`src/rtl/ucc_pkg.sv`:
```
// ----------------------------------------------------------------------------
// ucc_pkg
// Shared types, constants and a helper function for the UTF-8 code point
// counter.
// ----------------------------------------------------------------------------
package ucc_pkg;

    // Field widths of the transaction payloads
    localparam int BYTE_W       = 8;
    localparam int CHAR_COUNT_W = 16;
    localparam int CP_W         = 21;
    localparam int PEND_W       = 2;

    // Lead byte class boundaries
    localparam logic [BYTE_W-1:0] ASCII_END     = 8'h80;
    localparam logic [BYTE_W-1:0] LEAD2_FIRST   = 8'hC2;
    localparam logic [BYTE_W-1:0] LEAD3_FIRST   = 8'hE0;
    localparam logic [BYTE_W-1:0] LEAD4_FIRST   = 8'hF0;
    localparam logic [BYTE_W-1:0] LEAD_BAD_FROM = 8'hF5;
    localparam logic [BYTE_W-1:0] CONT_MASK     = 8'h3F;

    // Rejected code point ranges
    localparam logic [CP_W-1:0] CP_MAX        = 21'h10FFFF;
    localparam logic [CP_W-1:0] SURR_LO       = 21'h00D800;
    localparam logic [CP_W-1:0] SURR_HI       = 21'h00DFFF;
    localparam logic [CP_W-1:0] NONCHAR_LO    = 21'h00FDD0;
    localparam logic [CP_W-1:0] NONCHAR_HI    = 21'h00FDEF;
    localparam logic [CP_W-1:0] NONCHAR_FFFE  = 21'h00FFFE;
    localparam logic [CP_W-1:0] NONCHAR_FFFF  = 21'h00FFFF;

    // Continuation counts loaded by a lead byte
    localparam logic [PEND_W-1:0] PEND_NONE = 2'd0;
    localparam logic [PEND_W-1:0] PEND_ONE  = 2'd1;
    localparam logic [PEND_W-1:0] PEND_TWO  = 2'd2;
    localparam logic [PEND_W-1:0] PEND_THREE = 2'd3;

    // One end-of-string result
    typedef struct packed {
        logic [CHAR_COUNT_W-1:0] char_count;
        logic                    string_valid;
    } t_result;

    // True when a decoded code point is allowed
    function automatic logic cp_acceptable(input logic [CP_W-1:0] cp);
        logic ok;
        ok = 1'b1;
        if (cp > CP_MAX) ok = 1'b0;
        if (cp >= SURR_LO && cp <= SURR_HI) ok = 1'b0;
        if (cp >= NONCHAR_LO && cp <= NONCHAR_HI) ok = 1'b0;
        if (cp == NONCHAR_FFFE || cp == NONCHAR_FFFF) ok = 1'b0;
        return ok;
    endfunction

endpackage

```
`src/rtl/ucc_if.sv`:
```
// ----------------------------------------------------------------------------
// ucc_text_if / ucc_result_if
// Valid/ready channels for the input bytes and the per-string results.
// ----------------------------------------------------------------------------
interface ucc_text_if;
    logic       valid;
    logic       ready;
    logic [7:0] text_byte;
    logic       end_of_string;

    modport source (output valid, output text_byte, output end_of_string, input ready);
    modport sink   (input valid, input text_byte, input end_of_string, output ready);
endinterface

interface ucc_result_if;
    logic        valid;
    logic        ready;
    logic [15:0] char_count;
    logic        string_valid;

    modport source (output valid, output char_count, output string_valid, input ready);
    modport sink   (input valid, input char_count, input string_valid, output ready);
endinterface

```
`src/rtl/ucc_decode.sv`:
```
// ----------------------------------------------------------------------------
// ucc_decode
// Per-byte UTF-8 decoder: keeps the sequence state and the running count,
// and forms the end-of-string result for the byte being retired.
// ----------------------------------------------------------------------------
module ucc_decode #(
    parameter int COUNT_BITS = 16
) (
    input  logic             i_clk,
    input  logic             i_rst_n,
    input  logic             i_step,
    input  logic [7:0]       i_byte,
    input  logic             i_last,
    output ucc_pkg::t_result o_res
);
    import ucc_pkg::*;

    logic [PEND_W-1:0]     r_pend, n_pend;
    logic [CP_W-1:0]       r_acc,  n_acc;
    logic [COUNT_BITS-1:0] r_count, n_count;
    logic                  r_err,  n_err;

    logic [CP_W-1:0]       s_cp;
    logic                  s_cp_done;
    logic                  s_ok;

    // Next sequence state for the current byte
    always_comb begin
        n_pend    = r_pend;
        n_acc     = r_acc;
        n_count   = r_count;
        n_err     = r_err;
        s_cp      = {{(CP_W-BYTE_W){1'b0}}, i_byte};
        s_cp_done = 1'b0;
        if (!r_err) begin
            if (r_pend != PEND_NONE) begin
                n_acc     = {r_acc[CP_W-7:0], i_byte[5:0]};
                n_pend    = r_pend - PEND_ONE;
                s_cp      = n_acc;
                s_cp_done = (r_pend == PEND_ONE);
            end else if (i_byte < ASCII_END) begin
                s_cp_done = 1'b1;
            end else if (i_byte < LEAD2_FIRST || i_byte >= LEAD_BAD_FROM) begin
                n_err = 1'b1;
            end else if (i_byte < LEAD3_FIRST) begin
                n_acc  = {{(CP_W-5){1'b0}}, i_byte[4:0]};
                n_pend = PEND_ONE;
            end else if (i_byte < LEAD4_FIRST) begin
                n_acc  = {{(CP_W-4){1'b0}}, i_byte[3:0]};
                n_pend = PEND_TWO;
            end else begin
                n_acc  = {{(CP_W-3){1'b0}}, i_byte[2:0]};
                n_pend = PEND_THREE;
            end
        end
        // Count a finished code point, saturating
        if (s_cp_done) begin
            if (!cp_acceptable(s_cp)) begin
                n_err = 1'b1;
            end else if (r_count != {COUNT_BITS{1'b1}}) begin
                n_count = r_count + {{(COUNT_BITS-1){1'b0}}, 1'b1};
            end
        end
    end

    // Result for a final byte
    assign s_ok = !n_err && (n_pend == PEND_NONE);
    assign o_res.string_valid = s_ok;
    assign o_res.char_count   = s_ok ? CHAR_COUNT_W'(n_count) : '0;

    // State registers, cleared after each string
    always_ff @(posedge i_clk) begin
        if (!i_rst_n) begin
            r_pend  <= PEND_NONE;
            r_acc   <= '0;
            r_count <= '0;
            r_err   <= 1'b0;
        end else if (i_step) begin
            if (i_last) begin
                r_pend  <= PEND_NONE;
                r_acc   <= '0;
                r_count <= '0;
                r_err   <= 1'b0;
            end else begin
                r_pend  <= n_pend;
                r_acc   <= n_acc;
                r_count <= n_count;
                r_err   <= n_err;
            end
        end
    end

endmodule

```
`src/rtl/utf8_codepoint_counter.sv`:
```
// ----------------------------------------------------------------------------
// utf8_codepoint_counter
// UTF-8 string validator and code point counter with valid/ready channels.
// ----------------------------------------------------------------------------
// Takes one byte per cycle unless stalled: each accepted byte is held in an
// input register, is decoded against the sequence state in the same cycle
// it leaves that register, and a final byte writes one result into the
// output register, from which the result is presented. Input flow stops
// only when a final byte waits in the input register while the output
// register still holds an untaken result. The count saturates at
// 2^COUNT_BITS-1 and is reported as its low 16 bits; an invalid string
// reports count 0.
module utf8_codepoint_counter #(
    parameter int COUNT_BITS = 16
) (
    input  logic                i_clk,
    input  logic                i_rst_n,
    ucc_text_if.sink            i_text,
    ucc_result_if.source        o_result
);
    import ucc_pkg::*;

    logic              r_in_valid;
    logic [BYTE_W-1:0] r_in_byte;
    logic              r_in_last;
    logic              r_out_valid;
    t_result           r_out;
    t_result           s_res;
    logic              s_out_free;
    logic              s_adv;

    // Decode stage retires the held byte; a final byte only when the output side has room
    assign s_out_free    = !r_out_valid || o_result.ready;
    assign s_adv         = r_in_valid && (!r_in_last || s_out_free);
    assign i_text.ready  = !r_in_valid || s_adv;

    // Input register
    always_ff @(posedge i_clk) begin
        if (!i_rst_n) begin
            r_in_valid <= 1'b0;
        end else if (i_text.ready) begin
            r_in_valid <= i_text.valid;
        end
    end

    always_ff @(posedge i_clk) begin
        if (i_text.ready && i_text.valid) begin
            r_in_byte <= i_text.text_byte;
            r_in_last <= i_text.end_of_string;
        end
    end

    ucc_decode #(
        .COUNT_BITS (COUNT_BITS)
    ) u_decode (
        .i_clk   (i_clk),
        .i_rst_n (i_rst_n),
        .i_step  (s_adv),
        .i_byte  (r_in_byte),
        .i_last  (r_in_last),
        .o_res   (s_res)
    );

    // Result register
    always_ff @(posedge i_clk) begin
        if (!i_rst_n) begin
            r_out_valid <= 1'b0;
        end else if (s_out_free) begin
            r_out_valid <= s_adv && r_in_last;
        end
    end

    always_ff @(posedge i_clk) begin
        if (s_adv && r_in_last) begin
            r_out <= s_res;
        end
    end

    assign o_result.valid        = r_out_valid;
    assign o_result.char_count   = r_out.char_count;
    assign o_result.string_valid = r_out.string_valid;

    // A retired final byte always lands in the result register
    a_last_gives_result: assert property (@(posedge i_clk) disable iff (!i_rst_n)
        s_adv && r_in_last |=> r_out_valid)
        else $error("final byte retired without a result");

    // Invalid strings report a zero count
    a_invalid_zero: assert property (@(posedge i_clk) disable iff (!i_rst_n)
        r_out_valid && !r_out.string_valid |-> r_out.char_count == '0)
        else $error("invalid string with nonzero count");

    // An empty input register never blocks the input side
    a_ready_when_empty: assert property (@(posedge i_clk) disable iff (!i_rst_n)
        !r_in_valid |-> i_text.ready)
        else $error("input stalled with empty input register");

endmodule

```
`src/flat_wrapper.sv`:
```
// flat-port wrapper written by rule: the top's interface ports become plain ports
module utf8_codepoint_counter_flat import ucc_pkg::*;
#(
    parameter int COUNT_BITS = 16
)
  (i_clk, i_rst_n, i_text_valid, i_text_text_byte, i_text_end_of_string, i_text_ready, o_result_valid, o_result_char_count, o_result_string_valid, o_result_ready);
  ucc_text_if i_text_i ();
  ucc_result_if o_result_i ();
  input  logic i_clk;
  input  logic i_rst_n;
  input wire logic [$bits(i_text_i.valid)-1:0] i_text_valid;
  input wire logic [$bits(i_text_i.text_byte)-1:0] i_text_text_byte;
  input wire logic [$bits(i_text_i.end_of_string)-1:0] i_text_end_of_string;
  output wire logic [$bits(i_text_i.ready)-1:0] i_text_ready;
  output wire logic [$bits(o_result_i.valid)-1:0] o_result_valid;
  output wire logic [$bits(o_result_i.char_count)-1:0] o_result_char_count;
  output wire logic [$bits(o_result_i.string_valid)-1:0] o_result_string_valid;
  input wire logic [$bits(o_result_i.ready)-1:0] o_result_ready;
  assign i_text_i.valid = i_text_valid;
  assign i_text_i.text_byte = i_text_text_byte;
  assign i_text_i.end_of_string = i_text_end_of_string;
  assign i_text_ready = i_text_i.ready;
  assign o_result_valid = o_result_i.valid;
  assign o_result_char_count = o_result_i.char_count;
  assign o_result_string_valid = o_result_i.string_valid;
  assign o_result_i.ready = o_result_ready;
  utf8_codepoint_counter #(.COUNT_BITS(COUNT_BITS)) u_core (.i_clk(i_clk), .i_rst_n(i_rst_n), .i_text(i_text_i), .o_result(o_result_i));
endmodule
```
`config.mk`:
```
export PLATFORM = sky130hd
export DESIGN_NAME = utf8_codepoint_counter_flat
export DESIGN_NICKNAME = d
export VERILOG_FILES = /design/src/rtl/ucc_pkg.sv /design/src/rtl/ucc_if.sv /design/src/rtl/ucc_decode.sv /design/src/rtl/utf8_codepoint_counter.sv /design/src/flat_wrapper.sv
export SDC_FILE = /design/constraint.sdc
export NUM_CORES = 1
export LEC_CHECK = 0
export ABC_AREA = 1
export BUFFER_PORTS_ARGS = -buffer_cell sky130_fd_sc_hd__buf_4
export CAP_MARGIN = 0
export CORE_MARGIN = 2
export CORE_UTILIZATION = 45
export DETAILED_ROUTE_END_ITERATION = 8
export GPL_ROUTABILITY_DRIVEN = 0
export GPL_TIMING_DRIVEN = 0
export PLACE_DENSITY = 0.74
export SLEW_MARGIN = 25
export SYNTH_ARGS = -nofsm -noshare
export SYNTH_HDL_FRONTEND = slang
export SYNTH_SLANG_ARGS = --single-unit
export TNS_END_PERCENT = 50
```
`constraint.sdc`:
```
create_clock -name i_clk -period 2.3 [get_ports i_clk]
set_input_delay 0.69 -clock i_clk [delete_from_list [all_inputs] [get_ports i_clk]]
set_output_delay 0.69 -clock i_clk [all_outputs]
set_load 0.01 [all_outputs]
```
Word level (Yosys, flattened, before mapping):

Cells that the tools add are included.

* register bits: 62
* input bits: 13
* output and inout bits: 19
* word-level logic and storage cells: 82

* add/subtract/negate cells: 2
* $lt $le $gt $ge: 10
* equality and inequality tests: 7
* muxes and demuxes: 35
* reduce and logical (&&, ||, !) cells: 18

Operators by type and width (number)
* $mux 15: 5
* $mux 16: 4
* $eq 21x16->1 const B: 2
* $ge 21x16->1 const B: 2
* $le 21x16->1 const B: 2
* $mux 21: 2
* $lt 8x8->1 const B: 4
* $gt 21x21->1 const B: 1
* $add 16x1->16 const B: 1
* $mux 1: 16
* $ne 16x16->1 const B: 1
* $mux 2: 6
* $ge 8x8->1 const B: 1
* $logic_and 1x1->1: 6
* $ne 3x2->1 const B: 2
* $logic_or 1x1->1: 5
* $mux 5: 1
* $logic_not 1->1: 4
* $mux 4: 1
* $reduce_and 4->1: 1
* $eq 2x1->1 const B: 1
* $logic_not 2->1: 1
* $ne 2x1->1 const B: 1
* $reduce_bool 2->1: 1
* $sub 2x1->2 const B: 1

Longest topological paths before layout:

* depth in word-level cells: 13
* mapped depth: 18
* mapped depth without buffers: 18

By module:

Synthesis repeated with hierarchy kept, for this count alone.

* cells, all modules: 453
* area total of the unflattened synthesis: 3347.0 µm²

By module, submodules not included
* ucc_decode: times used 1, cells an instance 410, area an instance 2453.6 µm², seq. area each 680.7 µm²
* utf8_codepoint_counter: times used 1, cells an instance 43, area an instance 893.4 µm², seq. area each 820.8 µm²

Worst setup path before layout:

No wires, ideal clock.

* path kind: register to register
* start: register u_core.u_decode.r_count[0]
* end: register u_core.r_out (netlist bit u_core.o_result.char_count[3]) (data pin)
* library setup time: 257 ps
* arrival time: 1766 ps
* data required time: 2043 ps
* path slack: 277 ps
* stages on the path, launching flop included: 13
* path buffers: 0
* period minus slack after synthesis: 2023 ps
* cell sequence: dfxtp_1 > ha_1 > nand2_1 > nor2_2 > nand3_1 > nor3_2 > nand2_1 > nor2_1 > nor2_2 > nand4_2 > o21ai_0 > nand2_1 > nor2_1

* longest elaborated chain between the ends: 4
* elaborated cells on any way between the ends: 5
* those cells by class: add/sub: 1; eq/ne: 1; mux: 3

RTL lines
* start, declared: RTL line ucc_decode.sv:20 `logic [COUNT_BITS-1:0] r_count, n_count;`
* start signal, assigned: RTL line ucc_decode.sv:87 `r_count <= n_count;`
* $add 16x1->16 or $ne 16x16->1 (tied branches): RTL line ucc_decode.sv:61, ucc_decode.sv:60
* $mux 16 *: RTL line ucc_decode.sv:60 `end else if (r_count != {COUNT_BITS{1'b1}}) begin`
* $mux 16 *: RTL line ucc_decode.sv:58 `if (!cp_acceptable(s_cp)) begin`
* $mux 16 *: RTL line ucc_decode.sv:57 `if (s_cp_done) begin`
* end signal, assigned: RTL line utf8_codepoint_counter.sv:75 `r_out <= s_res;`
* end, declared: RTL line utf8_codepoint_counter.sv:27 `t_result r_out;`

Every way passes the cells marked *; elsewhere a longest branch is shown, timed or not.
A chain may end at the register's enable or synchronous reset.

Worst setup path after layout:

* start: register u_core.u_decode.r_pend[1]
* end: register u_core.r_out (netlist bit u_core.o_result.char_count[4]) (data pin)

* longest elaborated chain between the ends: 13
* elaborated cells on any way between the ends: 35
* those cells by class: add/sub: 1; order compare: 5; eq/ne: 3; mux: 19; reduce/logical: 7

RTL lines
* start, declared: RTL line ucc_decode.sv:18 `logic [PEND_W-1:0] r_pend, n_pend;`
* start signal, assigned: RTL line ucc_decode.sv:85 `r_pend <= n_pend;`
* $reduce_bool 2->1: RTL line ucc_decode.sv:36 `if (r_pend != PEND_NONE) begin`
* $mux 21: RTL line ucc_decode.sv:36
* $mux 21: RTL line ucc_decode.sv:35 `if (!r_err) begin`
* $gt 21x21->1, or another cell as far along: RTL line ucc_pkg.sv:47 `if (cp > CP_MAX) ok = 1'b0;`
* $mux 1 or $logic_and 1x1->1 (tied branches): RTL line ucc_pkg.sv:47, ucc_pkg.sv:48
* $mux 1: RTL line ucc_pkg.sv:48 `if (cp >= SURR_LO && cp <= SURR_HI) ok = 1'b0;`
* $mux 1: RTL line ucc_pkg.sv:49 `if (cp >= NONCHAR_LO && cp <= NONCHAR_HI) ok = 1'b0;`
* $mux 1: RTL line ucc_pkg.sv:50 `if (cp == NONCHAR_FFFE || cp == NONCHAR_FFFF) ok = 1'b0;`
* $mux 1: RTL line ucc_decode.sv:57
* $mux 1: RTL line ucc_decode.sv:58
* $mux 1: RTL line ucc_decode.sv:57
* $logic_not 1->1: RTL line ucc_decode.sv:67 `assign s_ok = !n_err && (n_pend == PEND_NONE);`
* $logic_and 1x1->1: RTL line ucc_decode.sv:67

Several ways; a longest one is shown, not always the timed one. The select of a mux whose other input is x is not followed.

==> impl_metrics.json <==
{
  "status": "finished clean",
  "design.core.area_um2": 7253,
  "dp_hpwl_mm": 5.462,
  "p_leak_nw": 1.651,
  "drcViolationCount": 0,
  "die-area_um2": 8167,
  "io_buffers": 31,
  "syn_to_final_growth_pct": 23.67,
  "post-route-min-period_ns": 2.272,
  "cp_max_fo": 8,
  "htreeDepth": 3,
  "grt_use_total_pct": 19.43,
  "fin_ws_ns": 0.02831,
  "max_freq_mhz": 440.2,
  "syn_inst": 450,
  "overflow": 0,
  "n_antenna_cell": 0,
  "ant_nets": 0,
  "insertion_delay_ns": 0.35,
  "wl_mm": 8.099,
  "grt_max_degree": 20,
  "worstPathRequired_ns": 2.41,
  "cts.clk_slew.worst_paths_ns": 0.07,
  "clock_path_buffers": 2,
  "layout_common_cells": "nand2_1, nor2_1, buf_4, inv_1, a21oi_1",
  "ir_worst_vdd_mv": 0.3974,
  "slew_violations": 0,
  "final-hold-violation-count": 0,
  "rows": 31,
  "reg2regPathDepth": 16,
  "grt_pass1_wl_mm": 12.85,
  "r2r-start": "u_core.u_decode.r_pend[1]",
  "period_share_pct": 98.77,
  "postSynthNetCount": 464,
  "cp-start-kind": "register",
  "final_common_cell": "nand2_1",
  "cts-root-buf": "clkbuf_8",
  "p_per_area_nw_per_um2": 579.4,
  "worstSetupStartpoint": "u_core.u_decode.r_pend[1]",
  "syn_avg_cell_area_um2": 7.460,
  "worstPathArrival_ns": 2.38,
  "cts_buffers": 9,
  "drt-initial-drc-count": 273,
  "wire_per_inst_um": 13.32,
  "grt_pass1_vias": 2787,
  "holdBufCountCts": 0,
  "die_x_um": 90.37,
  "synth.ff_latch_count": 62,
  "cp-end-kind": "register",
  "path_class": "register to register",
  "cts_tree": "yes",
  "grt_antenna_before_repair": 0,
  "clock-sinks": 62,
  "io_pins": 32,
  "hold_class": "register to register",
  "synth-warning-count": 0,
  "setup_viol": 0,
  "yosysUniqueCellTypes": 38,
  "dr.pass1.iters": 5,
  "via_per_inst": 5.359,
  "finalNetCount": 518,
  "finClkSkew_ns": 0.01311,
  "drv_cap": 0,
  "syn_area_um2": 3357,
  "num_vias": 3258,
  "hold_ws_ns": 0.4753,
  "hold_start": "u_core.u_decode.r_count[15]",
  "tightest_slew_ns": 0.6727,
  "post-place-ws_ns": -0.2202,
  "synth.yosys.seq_area_share_pct": 44.73,
  "min_path_cells": 2,
  "fillCellCount": 653,
  "power_mw": 2.405,
  "slew_headroom_pct": 54.99,
  "initial_core_util_pct": 46.28,
  "dieHeight_um": 90.37,
  "layout-drive-gt1-share_pct": 21.61,
  "rsz0062_at_grt": "true"
}
[layer usage]
layer / share of wire, % / global-route usage [%] / vias up
li1: - / - / 1614
met1: 45 / 25.29 / 1503
met2: 47 / 31.39 / 129
met3: 6.3 / 4.508 / 12
met4: 1.6 / 7.564 / 0
met5: 0 / 0 / -
[flip-flops by register name, indices dropped and copies added (netlist names)]
register                      count
u_core.r_in_byte                  8
u_core.o_result.char_count       16
u_core.r_in_valid                 1
u_core.u_decode.r_count          16
u_core.u_decode.r_pend            2
u_core.u_decode.r_acc            15
u_core.o_result.string_valid      1
u_core.r_in_last                  1
u_core.u_decode.r_err             1
u_core.o_result.valid             1
[critical path, stage by stage (launching register included)]
cell and delay, ns:
dfxtp_4 0.36, inv_1 0.14, nand2_4 0.11, nand2_4 0.10, nand2_1 0.06, nand2_2 0.08, nand2_1 0.06, nor2_2 0.11
nand2_1 0.07, nand2_1 0.08, nand3_2 0.08, nand2_4 0.13, nand3_4 0.12, nor2_4 0.27, nand3_1 0.13, nand2_1 0.09
nor2_1 0.04
[per-stage QoR]
step / utilization, % / cells / cell area (um^2) / setup TNS [ns]
after detailed placement: 51.20 / 580 / 3714 / -3.665
after floorplan: - / 450 / 3357 / 0
after global routing: 57.24 / 608 / 4151 / -0.9760
after global placement: 51.20 / 580 / 3714 / -2.283
after CTS: 54.49 / 598 / 3953 / -0.007941
final: 57.24 / 608 / 4151 / 0
[logic make-up (layout without fill, tap and decap cells)]
kind of cell / count (synthesis) / after routing / share of synthesized area, %
AOI/OAI and AO/OA: 75 / 75 / 13.01
xor gates and xnor gates: 5 / 5 / 1.304
adders and majority gates: 1 / 1 / 0.3727
buffers and inverters: 57 / 116 / 6.634
DFF: 62 / 62 / 44.73
and+or+nand+nor: 250 / 250 / 33.96
[where the power goes]
part | switching (mW) | internal (mW) | leakage (nW) | total [mW]
logic | 0.148 | 0.0768 | 0.986 | 0.225
registers | 0.0314 | 1.18 | 0.561 | 1.21
clock network | 0.428 | 0.544 | 0.104 | 0.972
total | 0.608 | 1.80 | 1.65 | 2.41
[what timing repair did]
action                                  in CTS  in global routing
resized for setup                            4                 35
endpoints found under the setup margin      18                 46
pin swaps                                    1                 13
buffers inserted                             2                 10
[cell type report]
type	count	area, um^2	share of cell area [%]
multi-input cells	331	1745	42.04
flip-flops and latches	62	1516	36.53
inverters	45	175.2	4.219
clock buffers	14	193.9	4.671
well taps	99	123.9	2.984
plain buffers	12	61.31	1.477
repair buffers	43	322.8	7.776
clock inverters	2	12.51	0.3014
[path summary, 6_finish.rpt]
| kind | endpoint | slack [ns] |
|---|---|---|
| max | u_core.o_result.char_count[4] | 0.03 |
| min | u_core.u_decode.r_count[15] | 0.48 |
| max reg2reg | u_core.o_result.char_count[4] | 0.03 |
| min reg2reg | u_core.u_decode.r_count[15] | 0.48 |
[cell usage after synthesis (all sizes together)]
master | count | area, um^2
dfxtp | 36 | 720.7
a211oi | 6 | 50.05
inv | 45 | 168.9
nor4 | 1 | 6.260
clkbuf | 9 | 33.78
and2 | 1 | 6.260
xnor2 | 1 | 8.760
a21oi | 44 | 224.0
ha | 1 | 12.51
nor3 | 9 | 50.05
or2 | 1 | 6.260
o21ai | 19 | 98.84
o2111ai | 1 | 26.28
o31ai | 1 | 7.510
xor2 | 4 | 35.03
o32ai | 1 | 8.760
nand3 | 35 | 192.7
o21bai | 2 | 15.01
nor2 | 60 | 257.7
o22ai | 1 | 6.260
nand2 | 126 | 495.5
buf | 3 | 20.01
edfxtp | 26 | 780.8
nand4 | 17 | 125.1
No activity file was read; power rests on OpenSTA's default activity.
